File: src/rtl/sgac_pkg.sv
// ----------------------------------------------------------------------------
// sgac_pkg
// Shared constants and the queue entry type for the segment gap check.
// ----------------------------------------------------------------------------
package sgac_pkg;

  localparam int unsigned CLICK_BITS_DEF = 8;
  localparam int unsigned PAGE_BITS_DEF  = 13;
  localparam int unsigned PAGE_LIMIT_DEF = 8;

  localparam int unsigned FIELD_W = 16;
  localparam int unsigned BYTE_W  = 24;

  localparam int unsigned QUEUE_DEPTH = 2;
  localparam int unsigned QPTR_W      = $clog2(QUEUE_DEPTH);
  localparam int unsigned QCNT_W      = $clog2(QUEUE_DEPTH + 1);

  typedef enum logic {
    FUNC_BRK   = 1'b0,
    FUNC_FAULT = 1'b1
  } func_t;

  typedef struct packed {
    logic               func;
    logic               separate_space;
    logic               ok;
    logic               stack_grew;
    logic [FIELD_W-1:0] text_len;
    logic [FIELD_W-1:0] data_vir;
    logic [FIELD_W-1:0] data_len;
    logic [FIELD_W-1:0] want;
    logic [FIELD_W-1:0] stack_vir;
    logic [FIELD_W-1:0] stack_phys;
    logic [FIELD_W-1:0] stack_len;
    logic [FIELD_W-1:0] new_vir;
    logic [FIELD_W-1:0] new_phys;
    logic [FIELD_W-1:0] new_len;
  } item_t;

endpackage

File: src/rtl/sgac_if.sv
// ----------------------------------------------------------------------------
// sgac_if
// Request and result channels with valid/ready handshake.
// ----------------------------------------------------------------------------
interface sgac_req_if;
  logic        valid;
  logic        ready;
  logic        func;
  logic [23:0] brk_bytes;
  logic [23:0] stack_pointer;
  logic        separate_space;
  logic [15:0] text_len_in;
  logic [15:0] data_vir_in;
  logic [15:0] data_len_in;
  logic [15:0] stack_vir_in;
  logic [15:0] stack_phys_in;
  logic [15:0] stack_len_in;

  modport source (
    output valid, func, brk_bytes, stack_pointer, separate_space, text_len_in,
           data_vir_in, data_len_in, stack_vir_in, stack_phys_in, stack_len_in,
    input  ready
  );
  modport sink (
    input  valid, func, brk_bytes, stack_pointer, separate_space, text_len_in,
           data_vir_in, data_len_in, stack_vir_in, stack_phys_in, stack_len_in,
    output ready
  );
endinterface

interface sgac_rsp_if;
  logic        valid;
  logic        ready;
  logic        status;
  logic        kill_process;
  logic        map_changed;
  logic [15:0] data_len_out;
  logic [15:0] stack_vir_out;
  logic [15:0] stack_phys_out;
  logic [15:0] stack_len_out;

  modport source (
    output valid, status, kill_process, map_changed, data_len_out,
           stack_vir_out, stack_phys_out, stack_len_out,
    input  ready
  );
  modport sink (
    input  valid, status, kill_process, map_changed, data_len_out,
           stack_vir_out, stack_phys_out, stack_len_out,
    output ready
  );
endinterface

File: src/rtl/sgac_front.sv
// ----------------------------------------------------------------------------
// sgac_front
// Accepts a request, sizes the data segment and runs the stack/gap checks.
// ----------------------------------------------------------------------------
module sgac_front #(
  parameter int unsigned CLICK_BITS = sgac_pkg::CLICK_BITS_DEF
) (
  input  logic           clk,
  input  logic           rst,
  sgac_req_if.sink       req,
  output sgac_pkg::item_t item,
  output logic           item_valid,
  input  logic           item_ready
);

  localparam int unsigned CLICK_ROUND = (1 << CLICK_BITS) - 1;

  logic [24:0] brk_sum;
  logic [24:0] brk_clicks;
  logic        too_big;
  logic [15:0] want;
  logic [23:0] ptr_click;
  logic [16:0] stack_top;
  logic        sp_high;
  logic        below;
  logic [15:0] lower;
  logic [16:0] data_end;
  logic        collide;
  logic [15:0] delta;
  logic [16:0] grow_sum;
  logic        overflow;
  logic        accept;
  sgac_pkg::item_t item_next;

  assign brk_sum    = {1'b0, req.brk_bytes} + 25'(CLICK_ROUND);
  assign brk_clicks = brk_sum >> CLICK_BITS;
  assign too_big    = (req.func == sgac_pkg::FUNC_BRK) && (brk_clicks[24:16] != '0);
  assign want       = (req.func == sgac_pkg::FUNC_FAULT) ? req.data_len_in
                                                         : brk_clicks[15:0];

  assign ptr_click = req.stack_pointer >> CLICK_BITS;
  assign stack_top = {1'b0, req.stack_vir_in} + {1'b0, req.stack_len_in};
  assign sp_high   = ptr_click >= {7'b0, stack_top};
  assign below     = ptr_click < {8'b0, req.stack_vir_in};
  assign lower     = below ? ptr_click[15:0] : req.stack_vir_in;
  assign data_end  = {1'b0, req.data_vir_in} + {1'b0, want};
  assign collide   = {1'b0, lower} < data_end;

  assign delta    = below ? (req.stack_vir_in - ptr_click[15:0]) : '0;
  assign grow_sum = {1'b0, req.stack_len_in} + {1'b0, delta};
  assign overflow = below && ((req.stack_phys_in < delta) || grow_sum[16]);

  always_comb begin
    item_next.func           = req.func;
    item_next.separate_space = req.separate_space;
    item_next.ok             = !too_big && !sp_high && !collide && !overflow;
    item_next.stack_grew     = below;
    item_next.text_len       = req.text_len_in;
    item_next.data_vir       = req.data_vir_in;
    item_next.data_len       = req.data_len_in;
    item_next.want           = want;
    item_next.stack_vir      = req.stack_vir_in;
    item_next.stack_phys     = req.stack_phys_in;
    item_next.stack_len      = req.stack_len_in;
    item_next.new_vir        = req.stack_vir_in - delta;
    item_next.new_phys       = req.stack_phys_in - delta;
    item_next.new_len        = grow_sum[15:0];
  end

  assign req.ready = !item_valid || item_ready;
  assign accept    = req.valid && req.ready;

  always_ff @(posedge clk) begin
    if (rst) begin
      item_valid <= 1'b0;
    end else if (accept) begin
      item_valid <= 1'b1;
    end else if (item_ready) begin
      item_valid <= 1'b0;
    end
  end

  always_ff @(posedge clk) begin
    if (accept) begin
      item <= item_next;
    end
  end

endmodule

File: src/rtl/sgac_queue.sv
// ----------------------------------------------------------------------------
// sgac_queue
// Short FIFO between the front and back halves.
// ----------------------------------------------------------------------------
module sgac_queue (
  input  logic            clk,
  input  logic            rst,
  input  sgac_pkg::item_t push_item,
  input  logic            push_valid,
  output logic            push_ready,
  output sgac_pkg::item_t pop_item,
  output logic            pop_valid,
  input  logic            pop_ready
);

  localparam int unsigned DEPTH = sgac_pkg::QUEUE_DEPTH;

  sgac_pkg::item_t                 entries [DEPTH];
  logic [sgac_pkg::QPTR_W-1:0]     wr_ptr;
  logic [sgac_pkg::QPTR_W-1:0]     rd_ptr;
  logic [sgac_pkg::QCNT_W-1:0]     count;
  logic                            push;
  logic                            pop;

  assign push_ready = count != sgac_pkg::QCNT_W'(DEPTH);
  assign pop_valid  = count != '0;
  assign pop_item   = entries[rd_ptr];
  assign push       = push_valid && push_ready;
  assign pop        = pop_valid && pop_ready;

  always_ff @(posedge clk) begin
    if (rst) begin
      wr_ptr <= '0;
      rd_ptr <= '0;
      count  <= '0;
    end else begin
      if (push) begin
        wr_ptr <= (wr_ptr == sgac_pkg::QPTR_W'(DEPTH - 1)) ? '0 : wr_ptr + 1'b1;
      end
      if (pop) begin
        rd_ptr <= (rd_ptr == sgac_pkg::QPTR_W'(DEPTH - 1)) ? '0 : rd_ptr + 1'b1;
      end
      if (push && !pop) begin
        count <= count + 1'b1;
      end else if (pop && !push) begin
        count <= count - 1'b1;
      end
    end
  end

  always_ff @(posedge clk) begin
    if (push) begin
      entries[wr_ptr] <= push_item;
    end
  end

`ifndef NO_ASSERTIONS
  a_count_bound: assert property (@(posedge clk) disable iff (rst)
    count <= sgac_pkg::QCNT_W'(DEPTH))
    else $error("queue count above depth");
  a_count_up: assert property (@(posedge clk) disable iff (rst)
    (push && !pop) |=> count == $past(count) + 1'b1)
    else $error("queue count missed a push");
`endif

endmodule

File: src/rtl/sgac_back.sv
// ----------------------------------------------------------------------------
// sgac_back
// Page accounting and final result; drives the registered result channel.
// ----------------------------------------------------------------------------
module sgac_back #(
  parameter int unsigned CLICK_BITS = sgac_pkg::CLICK_BITS_DEF,
  parameter int unsigned PAGE_BITS  = sgac_pkg::PAGE_BITS_DEF,
  parameter int unsigned PAGE_LIMIT = sgac_pkg::PAGE_LIMIT_DEF
) (
  input  logic            clk,
  input  logic            rst,
  input  sgac_pkg::item_t item,
  input  logic            item_valid,
  output logic            item_ready,
  sgac_rsp_if.source      rsp
);

  localparam int unsigned PW         = 17 + CLICK_BITS;
  localparam int unsigned SW         = PW + 2;
  localparam int unsigned PAGE_ROUND = (1 << PAGE_BITS) - 1;

  function automatic logic [PW-1:0] pages_of(input logic [15:0] clicks);
    logic [PW-1:0] bytes_v;
    bytes_v = PW'(clicks) << CLICK_BITS;
    return (bytes_v + PW'(PAGE_ROUND)) >> PAGE_BITS;
  endfunction

  logic [PW-1:0] pt;
  logic [PW-1:0] pd;
  logic [PW-1:0] ps;
  logic [SW-1:0] ds_sum;
  logic [SW-1:0] all_sum;
  logic          page_fail;
  logic [16:0]   data_end;
  logic          ok;
  logic          take;

  assign pt      = pages_of(item.text_len);
  assign pd      = pages_of(item.want);
  assign ps      = pages_of(item.new_len);
  assign ds_sum  = SW'(pd) + SW'(ps);
  assign all_sum = ds_sum + SW'(pt);

  assign page_fail = item.separate_space
                   ? ((SW'(pt) > SW'(PAGE_LIMIT)) || (ds_sum > SW'(PAGE_LIMIT)))
                   : (all_sum > SW'(PAGE_LIMIT));
  assign data_end  = {1'b0, item.data_vir} + {1'b0, item.want};
  assign ok        = item.ok && !page_fail && (data_end <= {1'b0, item.new_vir});

  assign item_ready = !rsp.valid || rsp.ready;
  assign take       = item_valid && item_ready;

  always_ff @(posedge clk) begin
    if (rst) begin
      rsp.valid <= 1'b0;
    end else if (take) begin
      rsp.valid <= 1'b1;
    end else if (rsp.ready) begin
      rsp.valid <= 1'b0;
    end
  end

  always_ff @(posedge clk) begin
    if (take) begin
      if (ok) begin
        rsp.status         <= 1'b0;
        rsp.kill_process   <= 1'b0;
        rsp.map_changed    <= (item.want != item.data_len) || item.stack_grew;
        rsp.data_len_out   <= item.want;
        rsp.stack_vir_out  <= item.new_vir;
        rsp.stack_phys_out <= item.new_phys;
        rsp.stack_len_out  <= item.new_len;
      end else begin
        rsp.status         <= 1'b1;
        rsp.kill_process   <= item.func;
        rsp.map_changed    <= 1'b0;
        rsp.data_len_out   <= item.data_len;
        rsp.stack_vir_out  <= item.stack_vir;
        rsp.stack_phys_out <= item.stack_phys;
        rsp.stack_len_out  <= item.stack_len;
      end
    end
  end

`ifndef NO_ASSERTIONS
  a_ok_no_kill: assert property (@(posedge clk) disable iff (rst)
    (rsp.valid && !rsp.status) |-> !rsp.kill_process)
    else $error("kill raised on accepted request");
  a_fail_no_change: assert property (@(posedge clk) disable iff (rst)
    (rsp.valid && rsp.status) |-> !rsp.map_changed)
    else $error("map change flagged on failed request");
`endif

endmodule

File: src/rtl/segment_gap_adjust_check.sv
// Path: an accepted request passes the front register, a queue entry and
// the result register; it waits in them while the result side stalls.
// Throughput: one request per cycle unless stalled; the 2-entry queue absorbs short stalls.
// Reset (rst, synchronous): empties the front register, queue and result
// register; no other state.
// ----------------------------------------------------------------------------
// segment_gap_adjust_check
// Data-segment resize and stack-fault check against the gap and page limit.
// ----------------------------------------------------------------------------
module segment_gap_adjust_check #(
  parameter int unsigned CLICK_BITS = sgac_pkg::CLICK_BITS_DEF,
  parameter int unsigned PAGE_BITS  = sgac_pkg::PAGE_BITS_DEF,
  parameter int unsigned PAGE_LIMIT = sgac_pkg::PAGE_LIMIT_DEF
) (
  input logic        clk,
  input logic        rst,
  sgac_req_if.sink   req,
  sgac_rsp_if.source rsp
);

  sgac_pkg::item_t front_item;
  logic            front_valid;
  logic            front_ready;
  sgac_pkg::item_t back_item;
  logic            back_valid;
  logic            back_ready;

  sgac_front #(
    .CLICK_BITS (CLICK_BITS)
  ) u_front (
    .clk        (clk),
    .rst        (rst),
    .req        (req),
    .item       (front_item),
    .item_valid (front_valid),
    .item_ready (front_ready)
  );

  sgac_queue u_queue (
    .clk        (clk),
    .rst        (rst),
    .push_item  (front_item),
    .push_valid (front_valid),
    .push_ready (front_ready),
    .pop_item   (back_item),
    .pop_valid  (back_valid),
    .pop_ready  (back_ready)
  );

  sgac_back #(
    .CLICK_BITS (CLICK_BITS),
    .PAGE_BITS  (PAGE_BITS),
    .PAGE_LIMIT (PAGE_LIMIT)
  ) u_back (
    .clk        (clk),
    .rst        (rst),
    .item       (back_item),
    .item_valid (back_valid),
    .item_ready (back_ready),
    .rsp        (rsp)
  );

endmodule
File: src/flat_wrapper.sv
// flat-port wrapper written by rule: the top's interface ports become plain ports
module segment_gap_adjust_check_flat 
#(
  parameter int unsigned CLICK_BITS = sgac_pkg::CLICK_BITS_DEF,
  parameter int unsigned PAGE_BITS  = sgac_pkg::PAGE_BITS_DEF,
  parameter int unsigned PAGE_LIMIT = sgac_pkg::PAGE_LIMIT_DEF
)
  (clk, rst, req_valid, req_func, req_brk_bytes, req_stack_pointer, req_separate_space, req_text_len_in, req_data_vir_in, req_data_len_in, req_stack_vir_in, req_stack_phys_in, req_stack_len_in, req_ready, rsp_valid, rsp_status, rsp_kill_process, rsp_map_changed, rsp_data_len_out, rsp_stack_vir_out, rsp_stack_phys_out, rsp_stack_len_out, rsp_ready);
  sgac_req_if req_i ();
  sgac_rsp_if rsp_i ();
  input logic clk;
  input logic rst;
  input wire logic [$bits(req_i.valid)-1:0] req_valid;
  input wire logic [$bits(req_i.func)-1:0] req_func;
  input wire logic [$bits(req_i.brk_bytes)-1:0] req_brk_bytes;
  input wire logic [$bits(req_i.stack_pointer)-1:0] req_stack_pointer;
  input wire logic [$bits(req_i.separate_space)-1:0] req_separate_space;
  input wire logic [$bits(req_i.text_len_in)-1:0] req_text_len_in;
  input wire logic [$bits(req_i.data_vir_in)-1:0] req_data_vir_in;
  input wire logic [$bits(req_i.data_len_in)-1:0] req_data_len_in;
  input wire logic [$bits(req_i.stack_vir_in)-1:0] req_stack_vir_in;
  input wire logic [$bits(req_i.stack_phys_in)-1:0] req_stack_phys_in;
  input wire logic [$bits(req_i.stack_len_in)-1:0] req_stack_len_in;
  output wire logic [$bits(req_i.ready)-1:0] req_ready;
  output wire logic [$bits(rsp_i.valid)-1:0] rsp_valid;
  output wire logic [$bits(rsp_i.status)-1:0] rsp_status;
  output wire logic [$bits(rsp_i.kill_process)-1:0] rsp_kill_process;
  output wire logic [$bits(rsp_i.map_changed)-1:0] rsp_map_changed;
  output wire logic [$bits(rsp_i.data_len_out)-1:0] rsp_data_len_out;
  output wire logic [$bits(rsp_i.stack_vir_out)-1:0] rsp_stack_vir_out;
  output wire logic [$bits(rsp_i.stack_phys_out)-1:0] rsp_stack_phys_out;
  output wire logic [$bits(rsp_i.stack_len_out)-1:0] rsp_stack_len_out;
  input wire logic [$bits(rsp_i.ready)-1:0] rsp_ready;
  assign req_i.valid = req_valid;
  assign req_i.func = req_func;
  assign req_i.brk_bytes = req_brk_bytes;
  assign req_i.stack_pointer = req_stack_pointer;
  assign req_i.separate_space = req_separate_space;
  assign req_i.text_len_in = req_text_len_in;
  assign req_i.data_vir_in = req_data_vir_in;
  assign req_i.data_len_in = req_data_len_in;
  assign req_i.stack_vir_in = req_stack_vir_in;
  assign req_i.stack_phys_in = req_stack_phys_in;
  assign req_i.stack_len_in = req_stack_len_in;
  assign req_ready = req_i.ready;
  assign rsp_valid = rsp_i.valid;
  assign rsp_status = rsp_i.status;
  assign rsp_kill_process = rsp_i.kill_process;
  assign rsp_map_changed = rsp_i.map_changed;
  assign rsp_data_len_out = rsp_i.data_len_out;
  assign rsp_stack_vir_out = rsp_i.stack_vir_out;
  assign rsp_stack_phys_out = rsp_i.stack_phys_out;
  assign rsp_stack_len_out = rsp_i.stack_len_out;
  assign rsp_i.ready = rsp_ready;
  segment_gap_adjust_check #(.CLICK_BITS(CLICK_BITS), .PAGE_BITS(PAGE_BITS), .PAGE_LIMIT(PAGE_LIMIT)) u_core (.clk(clk), .rst(rst), .req(req_i), .rsp(rsp_i));
endmodule
File: config.mk
export PLATFORM = sky130hd
export DESIGN_NAME = segment_gap_adjust_check_flat
export DESIGN_NICKNAME = d
export VERILOG_FILES = /design/src/rtl/sgac_pkg.sv /design/src/rtl/sgac_if.sv /design/src/rtl/sgac_front.sv /design/src/rtl/sgac_queue.sv /design/src/rtl/sgac_back.sv /design/src/rtl/segment_gap_adjust_check.sv /design/src/flat_wrapper.sv
export SDC_FILE = /design/constraint.sdc
export NUM_CORES = 1
export LEC_CHECK = 0
export BUFFER_PORTS_ARGS = -buffer_cell sky130_fd_sc_hd__buf_2
export CORE_MARGIN = 2
export CORE_UTILIZATION = 61
export DETAILED_ROUTE_END_ITERATION = 12
export PLACE_DENSITY = 0.81
export SYNTH_ARGS = -nofsm -noshare
export SYNTH_HDL_FRONTEND = slang
export SYNTH_HIERARCHICAL = 1
export SYNTH_SLANG_ARGS = --single-unit
File: constraint.sdc
create_clock -name clk -period 7.3 [get_ports clk]
set_input_delay 0.365 -clock clk [delete_from_list [all_inputs] [get_ports clk]]
set_output_delay 0.365 -clock clk [all_outputs]
set_load 0.01 [all_outputs]
==> results.sh <==
export IMPL_gp_congestion=0.915
export IMPL_cp_arrival_ns=7.30
export IMPL_fin_crit_sh_pct=94.9
export IMPL_numPortBuffers=210
export IMPL_seqCellArea_sq_um=16900
export IMPL_drtIter0Drc=1528
export IMPL_ys_warn_count=6
export IMPL_crit_type="flip-flop to flip-flop"
export IMPL_cp_slowest_cell="or4_1"
export IMPL_seq_area_frac_synth_pct=59.4
export IMPL_finClkSkew_ns=0.0232
export IMPL_first_pass_iters=7
export IMPL_fin_hold_ws_ns=0.0308
export IMPL_critical_path_top_delay_family="simple AND/OR/NAND/NOR gates"
export IMPL_rsz0062_at_grt="false"
export IMPL_antenna_found_initial=5
export IMPL_row_count=79
export IMPL_ant_nets=0
export IMPL_area_delta_synth_final_pct=15.3
export IMPL_preCtsSetupSlack_ns=0.360
export IMPL_synth_commonest_cells="edfxtp_1 (559), mux2_2 (201), ha_1 (183), inv_1 (103), nand2_1 (103)"
export IMPL_syn_inst=2045
export IMPL_dieArea_sq_um=48500
export IMPL_die_w_um=220
export IMPL_clk_insertion_delay_late_ns=0.64
export IMPL_grt_pass1_wl_um=104000
export IMPL_peakVddDrop_v=0.000308
export IMPL_synth_most_common_cell="edfxtp_1"
export IMPL_synthArstFlopShare_pct=0
export IMPL_hpwl_um=48300
export IMPL_clock_sinks=566
export IMPL_wl_per_cell_um=23.0
export IMPL_die_y_um=220
export IMPL_powerDensity_nw_per_um2=362
export IMPL_path_clk_slew_ns=0.06
export IMPL_grt_max_degree=125
export IMPL_synth_top_cell_by_area="edfxtp_1"
export IMPL_final_setup_tns_ns=0
export IMPL_cts_buffers_inserted=56
export IMPL_netlist_area_sq_um=28500
export IMPL_ioPinCount=219
export IMPL_max_slew_margin_pct=25.1
export IMPL_setup_ws_ns=0.372
export IMPL_leakage_uw=0.0126
export IMPL_cp_end_kind="flip-flop"
export IMPL_coreArea_sq_um=46400
export IMPL_clock_fmax_mhz=144
export IMPL_cts_buffer_depth=3
export IMPL_synth_top_area_share_pct=58.9
export IMPL_worstHoldStart="req_stack_len_in[7]"
export IMPL_worst_pin_slew_ns=1.12
export IMPL_reg2reg_setup_slack_ns=0.37
export IMPL_worst_path_stages=24
export IMPL_hold_depth=1
export IMPL_synth_edf_count=559
export IMPL_via_per_inst=6.01
export IMPL_synthTopCellsByArea="edfxtp_1 (59%), ha_1 (8.0%), mux2_2 (7.9%)"
export IMPL_final_min_clock_period_ns=6.93
export IMPL_max_cap_viol_count=0
export IMPL_worstPathMaxFanout=28
export IMPL_wl_um=69800
export IMPL_grt_pass1_vias=18500
export IMPL_final_hold_viol_count=0
export IMPL_worstPathCellList="mux2_2 > or4_1 > o21a_1 > and2_1 > and3_1 > and4_1 > nand3_1 > nor2_1 > xor2_1 > ha_1 > inv_1 > o21ai_0 > a211o_1 > a311o_1 > ha_1 > inv_1 > a2111oi_1 > nand4_1 > nor4_2 > nand4_1 > a211oi_4 > buf_12 > buf_12 > mux2_2"
export IMPL_syn_nets=2387
export IMPL_setup_viol=0
export IMPL_crit_path_max_incr_delay_ns=0.57
export IMPL_avgSynthCellArea_sq_um=13.9
export IMPL_vias=18200
export IMPL_fill_cells=3057
export IMPL_setup_worst_path_start_class="flip-flop"
export IMPL_worstHoldEndpoint="u_core/u_front/item[55]$_DFFE_PP_"
export IMPL_drv_slew=0
export IMPL_r2r_worst_path_cells=24
export IMPL_cts_root_buf="clkbuf_16"
export IMPL_required_ns=7.67
export IMPL_nets=2716
export IMPL_status="finished, final reports clean"
export IMPL_drc=0
export IMPL_ys_ff_latch=566
export IMPL_overflow=0
export IMPL_cts_htree_levels=2
export IMPL_hp_class="primary input to flip-flop"
export IMPL_track_usage_pct=28.7
export IMPL_start_util_pct=61.5
export IMPL_critical_path_buf_inv_count=4
export IMPL_cts_tree="built"
export IMPL_ys_types=86
export IMPL_r2r_end="u_core/u_back/rsp.stack_phys_out[15]$_DFFE_PP_"
export IMPL_drive_gt1_share_pct=22.9
export IMPL_multi_input_area_sq_um=10900
export IMPL_synthFlopType="edfxtp_1"
## cells by family after synthesis
family	count (synthesis)	share of synthesized area [%]
compound gates	347	8.14
xor+xnor	162	5.03
fa+ha+maj	192	8.66
simple gates	408	7.29
mux	229	9.04
flops	566	59.4
buf+inv	141	2.46
## repair_timing
action / in CTS / in global routing
buffers inserted: 0 / 1
hold endpoints to repair: 84 / 0
resized for setup: 0 / 5
hold buffers: 81 / 0
endpoints found under the setup margin: 0 / 64
## layer usage
metal | global-route usage [%] | wire length [um]
met1 | 37.8 | 28500
met2 | 48.7 | 34600
met3 | 4.41 | 4230
met4 | 10.5 | 2430
met5 | 0 | 13
## through the flow
step                      power [uW]  std cells  util (%)  area, sq um
after global placement          8830       2840      65.1        30200
after floorplan                 7780       2045         -        28500
after global routing           12500       3030      70.9        32900
after detailed placement        8980       2840      65.1        30200
final                          11900       3030      70.9        32900
after CTS                      11900       3024      70.7        32800
## layout make-up
cell class / count / share of cell area (%)
Timing Repair Buffer: 309 / 6.31
Clock buffer: 64 / 4.36
Inverter: 103 / 1.19
Antenna cell: 4 / 0.0305
Multi-Input combinational cell: 1338 / 33.2
Tap cell: 607 / 2.31
Sequential cell: 566 / 51.5
Clock inverter: 39 / 1.10
## layout by cell type (no fill, tap or decap), types with 37 or more instances in the layout
cell and n:
nand2_1 103, a21oi_1 87, buf_2 210, nor3_1 37, xor2_1 75, clkbuf_16 57
ha_1 183, mux2_2 201, dlygate4sd3_1 81, xnor2_1 86, o21ai_0 80, nor2_1 86
a21o_1 47, inv_1 102, edfxtp_1 559
## flip-flops by register name (all words and copies together), names as in the netlist, named ones only
| signal | count |
|---|---|
| u_core/u_queue/wr_ptr | 1 |
| u_core/u_back/rsp.map_changed | 1 |
| u_core/u_front/item | 164 |
| u_core/u_queue/count | 2 |
| u_core/u_back/rsp.data_len_out | 16 |
| u_core/u_back/rsp.stack_phys_out | 16 |
| u_core/u_front/item_valid | 1 |
| u_core/u_back/rsp.valid | 1 |
| u_core/u_back/rsp.kill_process | 1 |
| u_core/u_back/rsp.stack_vir_out | 16 |
| u_core/u_back/rsp.stack_len_out | 16 |
| u_core/u_queue/rd_ptr | 1 |
| u_core/u_queue/entries | 328 |
| u_core/u_back/rsp.status | 1 |
## worst max-delay path by stage
stage                   start                                              to  slack [ns]
floorplan           flip-flop     u_core/u_back/rsp.data_len_out[1]$_DFFE_PP_        1.07
global placement    flip-flop  u_core/u_back/rsp.stack_phys_out[13]$_DFFE_PP_        0.46
detailed placement  flip-flop   u_core/u_back/rsp.stack_phys_out[9]$_DFFE_PP_        0.36
CTS                 flip-flop   u_core/u_back/rsp.stack_phys_out[9]$_DFFE_PP_        0.28
global route        flip-flop   u_core/u_back/rsp.stack_vir_out[10]$_DFFE_PP_        0.02
finish              flip-flop  u_core/u_back/rsp.stack_phys_out[15]$_DFFE_PP_        0.37
## report_power, final
part           switching (uW)  internal [uW]
Sequential                166           4190
Combinational            2750           1970
Clock                    1250           1560
Power figures use the tool's default switching activity.
